<file path="config.mk">
export PLATFORM = sky130hd
export DESIGN_NAME = lcd_nibble_rotate_register_file_top
export DESIGN_NICKNAME = d
export VERILOG_FILES = /design/src/rtl/core/lcdnr_pkg.sv /design/src/rtl/core/lcdnr_row.sv /design/src/rtl/core/lcdnr_seq.sv /design/src/rtl/core/lcd_nibble_rotate_register_file_top.sv
export VERILOG_INCLUDE_DIRS = /design/src /design/src/rtl/core
export SDC_FILE = /design/constraint.sdc
export NUM_CORES = 1
export LEC_CHECK = 0
export BUFFER_PORTS_ARGS = -buffer_cell sky130_fd_sc_hd__buf_2
export CORE_MARGIN = 2
export CORE_UTILIZATION = 35
export DETAILED_ROUTE_END_ITERATION = 7
export PLACE_DENSITY = 0.49
export SLEW_MARGIN = 20
export SYNTH_ARGS = -nofsm -noshare
export SYNTH_HDL_FRONTEND = slang
export SYNTH_SLANG_ARGS = --single-unit
</file>
<file path="constraint.sdc">
create_clock -name clk -period 6 [get_ports clk]
set_input_delay 0.3 -clock clk [delete_from_list [all_inputs] [get_ports clk]]
set_output_delay 0.3 -clock clk [all_outputs]
set_load 0.01 [all_outputs]
</file>
<file path="src/rtl/core/lcd_nibble_rotate_register_file_top_macros.svh">
// Assertion macros shared by the display register file.
// Each macro expects signals named clk and rst_n in the enclosing module.
`ifndef LCD_NIBBLE_ROTATE_REGISTER_FILE_TOP_MACROS_SVH
`define LCD_NIBBLE_ROTATE_REGISTER_FILE_TOP_MACROS_SVH

// Checks an implication, with the check held off while reset is asserted.
`define LCDNR_ASSERT_IMPL(lbl, ante, cons, msg) \
  lbl: assert property (@(posedge clk) disable iff (!rst_n) (ante) |-> (cons)) \
    else $error(msg);

// Checks that a condition leads to a consequence in the following cycle.
`define LCDNR_ASSERT_NEXT(lbl, ante, cons, msg) \
  lbl: assert property (@(posedge clk) disable iff (!rst_n) (ante) |=> (cons)) \
    else $error(msg);

`endif

</file>
<file path="src/rtl/core/lcdnr_pkg.sv">
package lcdnr_pkg;

  localparam int LCDNR_DIGITS = 12;
  localparam int NIB_W        = 4;
  localparam int ANN_W        = 12;
  localparam int CON_W        = 4;
  localparam int NUM_ROWS     = 3;

  // Operation codes.
  localparam logic [2:0] OP_DISP_WR = 3'd0;
  localparam logic [2:0] OP_DISP_RD = 3'd1;
  localparam logic [2:0] OP_ANN_WR  = 3'd2;
  localparam logic [2:0] OP_CON_WR  = 3'd3;
  localparam logic [2:0] OP_CON_RD  = 3'd4;

  // Modifier codes, named after their display-write meaning.
  localparam logic [3:0] MOD_ROW_A   = 4'd0;
  localparam logic [3:0] MOD_ROW_B   = 4'd1;
  localparam logic [3:0] MOD_ROW_C   = 4'd2;
  localparam logic [3:0] MOD_AB_L6   = 4'd3;
  localparam logic [3:0] MOD_ABC_L4  = 4'd4;
  localparam logic [3:0] MOD_AB_R6   = 4'd5;
  localparam logic [3:0] MOD_ABC_R4  = 4'd6;
  localparam logic [3:0] MOD_A_L1    = 4'd7;
  localparam logic [3:0] MOD_B_L1    = 4'd8;
  localparam logic [3:0] MOD_C_L1    = 4'd9;
  localparam logic [3:0] MOD_A_R1    = 4'd10;
  localparam logic [3:0] MOD_B_R1    = 4'd11;
  localparam logic [3:0] MOD_AB_L1   = 4'd12;
  localparam logic [3:0] MOD_AB_R1   = 4'd13;
  localparam logic [3:0] MOD_ABC_L1  = 4'd14;
  localparam logic [3:0] MOD_ABC_R1  = 4'd15;
  // The same code selects the annunciator read and the contrast access.
  localparam logic [3:0] MOD_SPECIAL = 4'd5;

  // Row selection masks, bit 0 is row A.
  localparam logic [2:0] ROWS_NONE = 3'b000;
  localparam logic [2:0] ROWS_A    = 3'b001;
  localparam logic [2:0] ROWS_B    = 3'b010;
  localparam logic [2:0] ROWS_C    = 3'b100;
  localparam logic [2:0] ROWS_AB   = 3'b011;
  localparam logic [2:0] ROWS_ABC  = 3'b111;
  localparam int         ROW_C_IDX = 2;

  // Controls from the sequencer to the datapath.
  typedef struct packed {
    logic [NUM_ROWS-1:0] shift;   // rows that shift this cycle
    logic                left;    // shift toward nibble 0
    logic                wr;      // insert nibbles from C
    logic                rd;      // capture leaving nibbles into the result
    logic                bit0_c;  // row C keeps only bit 0 of inserted nibbles
    logic                multi;   // rows take interleaved C nibbles
    logic                done;    // result moves to the output register
    logic                busy;    // a request is in work
  } lcdnr_ctl_t;

endpackage

</file>
<file path="src/rtl/core/lcdnr_row.sv">
module lcdnr_row
  import lcdnr_pkg::*;
#(
  parameter int DIGITS = LCDNR_DIGITS
) (
  input  logic             clk,
  input  logic             rst_n,
  input  logic             shift_en,
  input  logic             left,
  input  logic [NIB_W-1:0] push_nib,
  output logic [NIB_W-1:0] exit_nib
);

  logic [DIGITS-1:0][NIB_W-1:0] row_r;
  logic [DIGITS-1:0][NIB_W-1:0] row_nxt;

  // A left shift drops nibble 0 and inserts at the top; a right shift the reverse.
  assign exit_nib = left ? row_r[0] : row_r[DIGITS-1];

  always_comb begin
    row_nxt = row_r;
    if (shift_en) begin
      if (left) begin
        row_nxt = {push_nib, row_r[DIGITS-1:1]};
      end else begin
        row_nxt = {row_r[DIGITS-2:0], push_nib};
      end
    end
  end

  always_ff @(posedge clk) begin
    if (!rst_n) begin
      row_r <= '0;
    end else begin
      row_r <= row_nxt;
    end
  end

endmodule

</file>
<file path="src/rtl/core/lcdnr_seq.sv">
module lcdnr_seq
  import lcdnr_pkg::*;
#(
  parameter int DIGITS = LCDNR_DIGITS,
  parameter int PW     = $clog2(DIGITS)
) (
  input  logic          clk,
  input  logic          rst_n,
  input  logic          start,
  input  logic [2:0]    op,
  input  logic [3:0]    modifier,
  input  logic          slot_free,
  output lcdnr_ctl_t    ctl,
  output logic [PW-1:0] ptr
);

  typedef enum logic [1:0] {
    S_IDLE,
    S_RUN,
    S_FIN
  } state_t;

  localparam logic [PW-1:0] TM1_FULL  = PW'(DIGITS - 1);
  localparam logic [PW-1:0] TM1_HALF  = PW'(DIGITS / 2 - 1);
  localparam logic [PW-1:0] TM1_THIRD = PW'(DIGITS / 3 - 1);
  localparam logic [PW-1:0] TM1_ONE   = '0;

  state_t        state_r;
  logic [2:0]    rows_r;
  logic          left_r;
  logic          wr_r;
  logic          rd_r;
  logic          bit0c_r;
  logic [PW-1:0] tm1_r;
  logic [PW-1:0] cnt_r;
  logic [PW-1:0] ptr_r;

  logic [2:0]    rows_d;
  logic          left_d;
  logic [PW-1:0] tm1_d;
  logic          is_wr;
  logic          is_rd;
  logic [PW-1:0] stride;

  assign is_wr = (op == OP_DISP_WR);
  assign is_rd = (op == OP_DISP_RD);

  always_comb begin
    rows_d = ROWS_NONE;
    left_d = 1'b0;
    tm1_d  = TM1_ONE;
    if (is_wr || is_rd) begin
      case (modifier)
        MOD_ROW_A: begin
          rows_d = ROWS_A; left_d = is_wr; tm1_d = TM1_FULL;
        end
        MOD_ROW_B: begin
          rows_d = ROWS_B; left_d = is_wr; tm1_d = TM1_FULL;
        end
        MOD_ROW_C: begin
          rows_d = ROWS_C; left_d = is_wr; tm1_d = TM1_FULL;
        end
        MOD_AB_L6: begin
          rows_d = ROWS_AB; left_d = is_wr; tm1_d = TM1_HALF;
        end
        MOD_ABC_L4: begin
          rows_d = ROWS_ABC; left_d = is_wr; tm1_d = TM1_THIRD;
        end
        MOD_AB_R6: begin
          // A read with this code returns the annunciators and moves no row.
          rows_d = is_wr ? ROWS_AB : ROWS_NONE; tm1_d = is_wr ? TM1_HALF : TM1_ONE;
        end
        MOD_ABC_R4: begin
          rows_d = is_wr ? ROWS_ABC : ROWS_C; tm1_d = is_wr ? TM1_THIRD : TM1_ONE;
        end
        MOD_A_L1:   begin rows_d = ROWS_A;   left_d = 1'b1; end
        MOD_B_L1:   begin rows_d = ROWS_B;   left_d = 1'b1; end
        MOD_C_L1:   begin rows_d = ROWS_C;   left_d = 1'b1; end
        MOD_A_R1:   begin rows_d = ROWS_A;   end
        MOD_B_R1:   begin rows_d = ROWS_B;   end
        MOD_AB_L1:  begin rows_d = ROWS_AB;  left_d = 1'b1; end
        MOD_AB_R1:  begin rows_d = ROWS_AB;  end
        MOD_ABC_L1: begin rows_d = ROWS_ABC; left_d = 1'b1; end
        MOD_ABC_R1: begin rows_d = ROWS_ABC; end
        default:    begin rows_d = ROWS_NONE; end
      endcase
    end
  end

  // The C nibble pointer advances by the number of rows in the group.
  assign stride = PW'(rows_r[0]) + PW'(rows_r[1]) + PW'(rows_r[2]);

  always_ff @(posedge clk) begin
    if (!rst_n) begin
      state_r <= S_IDLE;
      rows_r  <= ROWS_NONE;
      left_r  <= 1'b0;
      wr_r    <= 1'b0;
      rd_r    <= 1'b0;
      bit0c_r <= 1'b0;
      tm1_r   <= '0;
      cnt_r   <= '0;
      ptr_r   <= '0;
    end else begin
      case (state_r)
        S_IDLE: begin
          if (start) begin
            state_r <= S_RUN;
            rows_r  <= rows_d;
            left_r  <= left_d;
            wr_r    <= is_wr;
            rd_r    <= is_rd;
            bit0c_r <= !(is_wr && modifier == MOD_ROW_C);
            tm1_r   <= tm1_d;
            cnt_r   <= '0;
            ptr_r   <= '0;
          end
        end
        S_RUN: begin
          cnt_r <= cnt_r + 1'b1;
          ptr_r <= ptr_r + stride;
          if (cnt_r == tm1_r) begin
            state_r <= S_FIN;
          end
        end
        S_FIN: begin
          if (slot_free) begin
            state_r <= S_IDLE;
          end
        end
        default: begin
          state_r <= S_IDLE;
        end
      endcase
    end
  end

  assign ptr        = ptr_r;
  assign ctl.shift  = rows_r & {NUM_ROWS{state_r == S_RUN}};
  assign ctl.left   = left_r;
  assign ctl.wr     = wr_r;
  assign ctl.rd     = rd_r;
  assign ctl.bit0_c = bit0c_r;
  assign ctl.multi  = (rows_r == ROWS_AB) || (rows_r == ROWS_ABC);
  assign ctl.done   = (state_r == S_FIN) && slot_free;
  assign ctl.busy   = (state_r != S_IDLE);

endmodule

</file>
<file path="src/rtl/core/lcd_nibble_rotate_register_file_top.sv">
// Display register file for a calculator LCD driver.
// The input channel carries one request per accepted transfer: an operation,
// a 4-bit modifier and the CPU's 12-nibble C register. The result channel
// returns C with the nibbles that a read replaced, plus a flag that is set
// when row, annunciator or contrast content may have changed.
// Each of the three rows is a nibble shift register that moves one nibble
// per cycle, so a request that rotates by t nibbles does so in its shift
// phase (t is 1, 4, 6 or 12; requests that touch no row also pass through
// the shift phase). The result then moves to the output register and
// appears on out_valid, and the next request is taken only after that, once
// the block is back in idle; a request is not taken while another is in work.
// The output register holds a finished result while the receiver stalls;
// the block keeps working on the following request and waits at its end
// only if the previous result has still not been taken.
// Synchronous reset clears all rows, the annunciators, the contrast level
// and the handshake state; no result is pending after reset.
`include "lcd_nibble_rotate_register_file_top_macros.svh"

module lcd_nibble_rotate_register_file_top
  import lcdnr_pkg::*;
#(
  parameter int DIGITS = LCDNR_DIGITS
) (
  input  logic                    clk,
  input  logic                    rst_n,
  input  logic                    in_valid,
  output logic                    in_stall,
  input  logic [2:0]              in_operation,
  input  logic [3:0]              in_modifier,
  input  logic [NIB_W*DIGITS-1:0] in_c_value,
  output logic                    out_valid,
  input  logic                    out_stall,
  output logic [NIB_W*DIGITS-1:0] out_result_value,
  output logic                    out_display_updated
);

  localparam int PW = $clog2(DIGITS);
  localparam int CW = NIB_W * DIGITS;

  lcdnr_ctl_t    ctl;
  logic [PW-1:0] ptr;
  logic          accept;
  logic          slot_free;

  logic [CW-1:0]    c_r;
  logic [CW-1:0]    res_r;
  logic [CW-1:0]    res_nxt;
  logic [CW-1:0]    res_init;
  logic             upd_r;
  logic             upd_d;
  logic [ANN_W-1:0] ann_r;
  logic [CON_W-1:0] con_r;

  logic             out_valid_r;
  logic [CW-1:0]    out_res_r;
  logic             out_upd_r;

  logic [NIB_W-1:0] exit_nib [NUM_ROWS];
  logic [NIB_W-1:0] push_nib [NUM_ROWS];
  logic [NIB_W-1:0] c_nib    [NUM_ROWS];
  logic [PW-1:0]    idx      [NUM_ROWS];

  assign in_stall  = ctl.busy;
  assign accept    = in_valid && !in_stall;
  assign slot_free = !out_valid_r || !out_stall;

  lcdnr_seq #(
    .DIGITS (DIGITS),
    .PW     (PW)
  ) u_seq (
    .clk       (clk),
    .rst_n     (rst_n),
    .start     (accept),
    .op        (in_operation),
    .modifier  (in_modifier),
    .slot_free (slot_free),
    .ctl       (ctl),
    .ptr       (ptr)
  );

  // Each row reads or writes the C nibble at the shared pointer; when several
  // rows move together they take neighboring nibbles, row A first.
  for (genvar g = 0; g < NUM_ROWS; g++) begin : g_row
    assign idx[g]   = ptr + (ctl.multi ? PW'(g) : PW'(0));
    assign c_nib[g] = c_r[{idx[g], 2'b00} +: NIB_W];

    always_comb begin
      if (!ctl.wr) begin
        push_nib[g] = exit_nib[g];
      end else if (g == ROW_C_IDX && ctl.bit0_c) begin
        push_nib[g] = c_nib[g] & NIB_W'(8'h01);
      end else begin
        push_nib[g] = c_nib[g];
      end
    end

    lcdnr_row #(
      .DIGITS (DIGITS)
    ) u_row (
      .clk      (clk),
      .rst_n    (rst_n),
      .shift_en (ctl.shift[g]),
      .left     (ctl.left),
      .push_nib (push_nib[g]),
      .exit_nib (exit_nib[g])
    );
  end

  // The result starts as C with the whole-register reads applied at accept.
  always_comb begin
    res_init = in_c_value;
    if (in_operation == OP_DISP_RD && in_modifier == MOD_SPECIAL) begin
      res_init[ANN_W-1:0] = ann_r;
    end
    if (in_operation == OP_CON_RD && in_modifier == MOD_SPECIAL) begin
      res_init[CON_W-1:0] = con_r;
    end
  end

  always_comb begin
    case (in_operation)
      OP_DISP_WR: upd_d = 1'b1;
      OP_DISP_RD: upd_d = !(in_modifier == MOD_ROW_A || in_modifier == MOD_ROW_B ||
                            in_modifier == MOD_ROW_C || in_modifier == MOD_SPECIAL);
      OP_ANN_WR:  upd_d = 1'b1;
      OP_CON_WR:  upd_d = (in_modifier == MOD_SPECIAL);
      default:    upd_d = 1'b0;
    endcase
  end

  // During the shift phase a read drops each leaving row nibble into C.
  always_comb begin
    res_nxt = res_r;
    if (accept) begin
      res_nxt = res_init;
    end else if (ctl.rd) begin
      for (int k = 0; k < NUM_ROWS; k++) begin
        if (ctl.shift[k]) begin
          res_nxt[{idx[k], 2'b00} +: NIB_W] = exit_nib[k];
        end
      end
    end
  end

  always_ff @(posedge clk) begin
    res_r <= res_nxt;
    if (accept) begin
      c_r   <= in_c_value;
      upd_r <= upd_d;
    end
    if (ctl.done) begin
      out_res_r <= res_r;
      out_upd_r <= upd_r;
    end
  end

  always_ff @(posedge clk) begin
    if (!rst_n) begin
      ann_r       <= '0;
      con_r       <= '0;
      out_valid_r <= 1'b0;
    end else begin
      if (accept && in_operation == OP_ANN_WR) begin
        ann_r <= in_c_value[ANN_W-1:0];
      end
      if (accept && in_operation == OP_CON_WR && in_modifier == MOD_SPECIAL) begin
        con_r <= in_c_value[CON_W-1:0];
      end
      if (ctl.done) begin
        out_valid_r <= 1'b1;
      end else if (!out_stall) begin
        out_valid_r <= 1'b0;
      end
    end
  end

  assign out_valid           = out_valid_r;
  assign out_result_value    = out_res_r;
  assign out_display_updated = out_upd_r;

  `LCDNR_ASSERT_NEXT(a_accept_busy, accept, in_stall, "accepted request did not start work")
  `LCDNR_ASSERT_IMPL(a_done_slot, ctl.done, slot_free, "result moved into a full output register")
  `LCDNR_ASSERT_IMPL(a_rise_work, $rose(out_valid_r), $past(in_stall),
                     "result appeared without a request in work")

endmodule
</file>
# Yosys cells after proc, flatten, opt, wreduce, memory -nomap -nowiden
# Index checks and enable logic that the tools add are counted.
# totals
output_inout_bits	51
ff_bits	328
# op_classes
shift	9
addsub	9
n_bitwise	1
n_reduce_logical	37
eq_ne	28
n_mux	46
# op_table
cell	n
$mux W48	12
$bwmux W48	3
$shift A4 B8 Y48 const A	3
$shiftx A4 B8 Y48	3
$shiftx A48 B7 Y4	3
$mux W4	10
$eq A4 B4 Y1 const B	8
$neg A6 Y8	3
$pmux W3 S7	1
$pmux W4 S5	1
$eq A4 B3 Y1 const B	4
$pmux W4 S2	2
$reduce_or A3 Y1	5
$mux W2	7
$mux W12	1
$reduce_or A5 Y1	2
$eq A3 B2 Y1 const B	3
$add A4 B1 Y4	2
$eq A4 B2 Y1 const B	2
$logic_and A1 B1 Y1	8
$eq A3 B3 Y1 const B	2
$logic_or A1 B1 Y1	6
$mux W3	2
$ne A2 B1 Y1 const B	3
other kinds (23)	34

# Logic depth before layout (Yosys ltp)
# logic_depth
depth_word	14
depth_mapped	14
ltp_nobuf	10

# By module
# A second synthesis with hierarchy kept.
# hier_totals
cells_unflattened	1654
hier_area_um2	17402.9
# by_module_without_submodules
module	instances	cells_per_inst	area_each_um2	seq_area_each_um2
lcd_nibble_rotate_register_file_top	1	850	9811.9	4724.5
lcdnr_row	3	217	2123.3	960.9
lcdnr_seq	1	153	1221.2	420.4

# Least setup slack after synthesis
# Ideal clock, no wire load.
# synth_path
path_kind	register to register
start	reg u_seq.rows_r[0]
end	reg res_r[38] (data pin)
path_slack_ns	2.340
t_arrival_ns	3.378
path_stages_with_launch	15
period_less_slack_ns	3.660
cell_sequence	dfxtp_1 -> ha_1 -> clkbuf_1 -> ha_1 -> ha_1 -> clkbuf_1 -> clkbuf_1 -> inv_1 -> ha_1 -> clkbuf_1 -> xor3_1 -> nor2_1 -> nand2_1 -> o221ai_1 -> o221ai_1
# synth_via
elab_chain_cells	14
# synth_rtl
item	line_no	rtl
start, declared	lcdnr_seq.sv:29	logic [2:0] rows_r;
start signal, assigned	lcdnr_seq.sv:109	rows_r <= rows_d;
$eq A3 B2 Y1 or $eq A3 B3 Y1 (tied branches)	lcdnr_seq.sv:144	assign ctl.multi = (rows_r == ROWS_AB) || (rows_r == ROWS_ABC);
$logic_or A1 B1 Y1	lcdnr_seq.sv:144	
$mux W1	lcd_nibble_rotate_register_file_top.sv:84	assign idx[g] = ptr + (ctl.multi ? PW'(g) : PW'(0));
$add A4 B1 Y4	lcd_nibble_rotate_register_file_top.sv:84	
$neg A6 Y8	lcd_nibble_rotate_register_file_top.sv:139	res_nxt[{idx[k], 2'b00} +: NIB_W] = exit_nib[k];
$shiftx A4 B8 Y48 or $shift A4 B8 Y48 (tied branches)	lcd_nibble_rotate_register_file_top.sv:139	
$bwmux W48	lcd_nibble_rotate_register_file_top.sv:139	
$mux W48	lcd_nibble_rotate_register_file_top.sv:138	if (ctl.shift[k]) begin
$mux W48	lcd_nibble_rotate_register_file_top.sv:136	end else if (ctl.rd) begin
$mux W48	lcd_nibble_rotate_register_file_top.sv:134	if (accept) begin
$bwmux W48	lcd_nibble_rotate_register_file_top.sv:139	
$mux W48 *	lcd_nibble_rotate_register_file_top.sv:138	
$mux W48 *	lcd_nibble_rotate_register_file_top.sv:136	
$mux W48 *	lcd_nibble_rotate_register_file_top.sv:134	
via res_nxt[38]	lcd_nibble_rotate_register_file_top.sv:47	logic [CW-1:0] res_nxt;
end signal, assigned	lcd_nibble_rotate_register_file_top.sv:146	res_r <= res_nxt;
end, declared	lcd_nibble_rotate_register_file_top.sv:46	logic [CW-1:0] res_r;
# Mark *: on every way through the listed nets, which the timed path passes. The rest lies on a longest branch. The select of a mux whose other input is x is not followed.
# A chain may end at the register's enable or synchronous reset.

# Worst setup path after layout
# layout_path
start	reg u_seq.rows_r[0]
end	reg res_r[22] (data pin)
# The elaborated chain is that of the path after synthesis.

==> results.rst <==
.. list-table::
   :header-rows: 1

   * - Metric
     - Value
   * - Final hold vios
     - 0
   * - Power per Cell Area
     - between 200 and 300 mW/mm2
   * - Die outline width
     - approximately 230 um
   * - Per-instance average area after synthesis
     - ~11 um2
   * - Remaining antenna violation count after routing
     - 0
   * - Clock sink total
     - around 330
   * - Overall track demand over capacity in global routing
     - a little over a fifth
   * - Endpoints failing setup
     - 0
   * - Number of cells upsized or downsized after cts
     - 0
   * - Worst Setup Slack post-DPL
     - roughly 1.8 ns
   * - Number of buffers on the longest clock path
     - 3
   * - Maximum number of pins on one net before global-route repair
     - 95
   * - Maximum Capacitance Violations
     - 0
   * - VDD IR-drop max
     - 193.5 uV
   * - Hold buffer count at cts
     - 40
   * - Row count
     - 82
   * - Synth warnings
     - 0
   * - Critical path class
     - reg2reg
   * - Result of the run
     - finished, final reports clean
   * - Sequential share of the synthesized area
     - a little under half
   * - Net total in the final layout
     - ~1800
   * - Placed wire-length estimate after detailed placement
     - roughly 40000 um
   * - Clock Root Buffer
     - clkbuf_16
   * - Type of element launching the critical path
     - flop
   * - Avg Vias per Cell
     - between 5 and 6
   * - Dominant synthesized flop cell
     - dfxtp_1
   * - Fillcell total
     - just under 5000
   * - Total Die Area
     - between 0.05 and 0.06 mm2
   * - Remaining routing DRC violations
     - 0
   * - Synthesized instance count
     - ~1600
   * - Effective utilization at floorplan
     - a little over a third
   * - Cts bufs inserted
     - 38
   * - Final period utilization
     - between 70 and 80%
   * - Worst setup EP type
     - flop
   * - H-Tree Level Count
     - 2
   * - Post-synthesis instance area
     - about 0.018 mm2
   * - # Post-CTS Setup Buffers
     - 0
   * - Relative slew margins
     - 31.23%
   * - RSZ-0062 raised after global routing
     - false
   * - Largest driver fanout on the critical path
     - 16
   * - Placeable core region
     - 0.05017 mm2
   * - Pin slew with the least headroom to its limit
     - roughly 1.0 ns
   * - Sum Neg Setup Slack
     - 0 ns
   * - Wire length of the first global-routing pass
     - approximately 85000 um
   * - Post-detailed-route wirelength per cell
     - 23.42 um
   * - Required time at the endpoint of the critical path
     - 6.39 ns
   * - Number of synthesized register bits
     - between 300 and 400
   * - Share of final-layout standard cells stronger than drive strength 1
     - between 10% and 20%
   * - Type of the worst min-delay path
     - in2reg
   * - Routability-driven placement congestion ratio
     - 0.8890
   * - 1st-iter DRT viols
     - between 1000 and 1500
   * - Height of the die
     - approximately 230 um
   * - Fin worst setup slack
     - 1.696 ns
   * - Arrival time reported for the critical path endpoint
     - 4.69 ns
   * - Count of flip-flops with a built-in enable after synthesis
     - 146
   * - Min Clock Period, post-route
     - 4.304 ns
   * - CTS tree
     - yes
   * - Count of pins on the block boundary
     - between 100 and 150
   * - Via count of the first global-routing pass
     - between 10000 and 15000
   * - Routed wire length
     - approximately 57000 um
   * - Initial DRT Pass Iterations
     - 5
   * - Initial antenna violation count
     - 2
   * - Syn Nets
     - approximately 1700
   * - Total vias in the final route
     - roughly 14000
   * - Synthesis-to-finish area growth
     - 15.05%
   * - Distinct cell type count of the synthesized netlist
     - 78
   * - Total gr overflow
     - 0
   * - Clock latency on the worst-skew pair
     - about 0.57 ns
   * - Max-slew violation total from the final report
     - 0
   * - Clock-pin slew on the worst setup and hold paths
     - around 0.060 ns
   * - Max Clock Freq
     - around 230 MHz
   * - Share of flip-flops with an asynchronous set or reset after synthesis
     - 0%
   * - Clock skew
     - approximately 0.015 ns
   * - Number of input and output port buffers inserted
     - 109
   * - Static Leak
     - about 8.2 nW
-- sequential cells by signal, summed over array words and instances, names as in the netlist, 2 cells and up --
signal and count:
u_seq.tm1_r 4, out_result_value 48, con_r 4, res_r 48, ann_r 12, u_seq.cnt_r 4
c_r 48, u_seq.rows_r 3, u_seq.ptr 4, g_row.u_row.row_r 144, u_seq.state_r 2
-- cells in the mapped netlist (all sizes together), types with 5 or more instances --
cell       n  area [um2]
a221oi     8       70.07
and3       8       50.05
nand2    175       659.4
nand4     11       68.82
or3        9       56.30
mux4      36       810.8
o21ai     49       245.2
nand3b    10       75.07
nand4b     5       43.79
nor2      55       206.5
a31oi     17       121.4
buf       50       252.7
dfxtp    182        3643
a31o       8       70.07
o211ai    40       300.3
o21a      12       90.09
and2      10       62.56
o31ai     14       105.1
o221ai    24       210.2
mux2i    192        1922
xnor2     15       157.7
nand2b    15       93.84
inv       11       41.29
a21boi    18       135.1
a2111oi    9       122.6
clkbuf    84       315.3
mux2      27       304.0
a211oi     9       67.56
a21oi     53       265.3
a211o      5       43.79
and4       7       61.31
nand3     32       172.7
o211a    120        1201
nor3      27       135.1
ha        19       237.7
nor4b      6       58.80
edfxtp   146        4384
nor3b      5       37.54
nor4      11       90.08
a22oi     29       217.7
nor2b     31       193.9
-- layout by cell type, fill, tap and decap left out, types with 10 or more instances in the layout --
| cell | n |
|---|---|
| a21boi_0 | 18 |
| a21oi_1 | 52 |
| a22oi_1 | 29 |
| a31oi_1 | 16 |
| and2_1 | 10 |
| buf_2 | 108 |
| buf_4 | 28 |
| clkbuf_16 | 38 |
| dfxtp_1 | 180 |
| dlygate4sd3_1 | 40 |
| edfxtp_1 | 146 |
| ha_1 | 19 |
| inv_1 | 10 |
| mux2_2 | 26 |
| mux2i_1 | 190 |
| mux4_2 | 36 |
| nand2_1 | 174 |
| nand2b_1 | 14 |
| nand3_1 | 31 |
| nand3b_1 | 10 |
| nand4_1 | 11 |
| nor2_1 | 55 |
| nor2b_1 | 31 |
| nor3_1 | 27 |
| o211a_1 | 120 |
| o211ai_1 | 40 |
| o21a_1 | 12 |
| o21ai_0 | 47 |
| o221ai_1 | 24 |
| o31ai_1 | 14 |
| xnor2_1 | 11 |
-- final cells by class --
cell class	instances	area (um2)	share of cell area (%)
antenna	2	5.005	0.02441
multi-input combinational	1164	9221	44.98
clock buffer	50	1046	5.103
timing repair buffer	176	1151	5.615
clock inverter	19	160.2	0.7813
sequential	328	8033	39.18
tap	672	840.8	4.102
inverter	11	42.54	0.2075
-- final timing paths --
check	from	to	slack, ns	cells after the start
setup / recovery	u_seq.rows_r[0]$_SDFFE_PN0P_	res_r[22]$_DFFE_PP_	1.70	9
hold / removal	in_c_value[17]	c_r[17]$_DFFE_PP_	0.03	1
setup reg to reg	u_seq.rows_r[0]$_SDFFE_PN0P_	res_r[22]$_DFFE_PP_	1.70	9
hold reg to reg	upd_r$_DFFE_PP_	out_display_updated$_DFFE_PP_	0.44	0
-- critical path, stage by stage (launching register included) --
cell	delay, ns
dfxtp_1	0.35
ha_1	0.32
ha_1	0.72
inv_1	0.30
ha_1	0.31
xnor2_1	0.71
a211oi_1	0.32
a31oi_4	0.37
or4b_4	0.55
o211ai_1	0.18
-- power by group --
part	total, mW	internal (mW)	switching (mW)
Combinational	0.457	0.183	0.274
Clock	2.28	1.32	0.961
Sequential	2.54	2.46	0.0763
Total	5.27	3.96	1.31
-- through the flow --
stage | cell area (um2) | util, % | hold slack, ns | power, mW | std cells
6_report | 20500 | 40.86 | 0.03189 | 5.273 | 2422
5_1_grt | 20490 | 40.85 | 0.02331 | 5.470 | 2420
4_1_cts | 20490 | 40.84 | 0.0004415 | 5.334 | 2420
3_5_place_dp | 18880 | 37.63 | 0.4179 | 3.013 | 2311
3_3_place_gp | 18870 | 37.62 | 0.4179 | 3.010 | 2311
2_1_floorplan | 17820 | - | 0.3989 | 2.824 | 1637
-- routing by layer --
metal,vias up,wire length (um),GRT usage (%)
met2,501,24710,31.55
met3,104,5088,6.511
li1,6501,-,-
met5,-,0,0
met4,0,1705,7.407
met1,6938,25220,28.44
-- kinds of logic after synthesis --
| group | count (synthesis) | synth area share (%) |
|---|---|---|
| flops | 328 | 45.05 |
| mux | 255 | 17.04 |
| simple gates | 432 | 12.32 |
| compound gates | 435 | 19.22 |
| buf+inv | 145 | 3.420 |
| xor+xnor | 21 | 1.383 |
| fa+ha+maj | 21 | 1.559 |
Note: power is estimated with default switching activity, not from simulation.
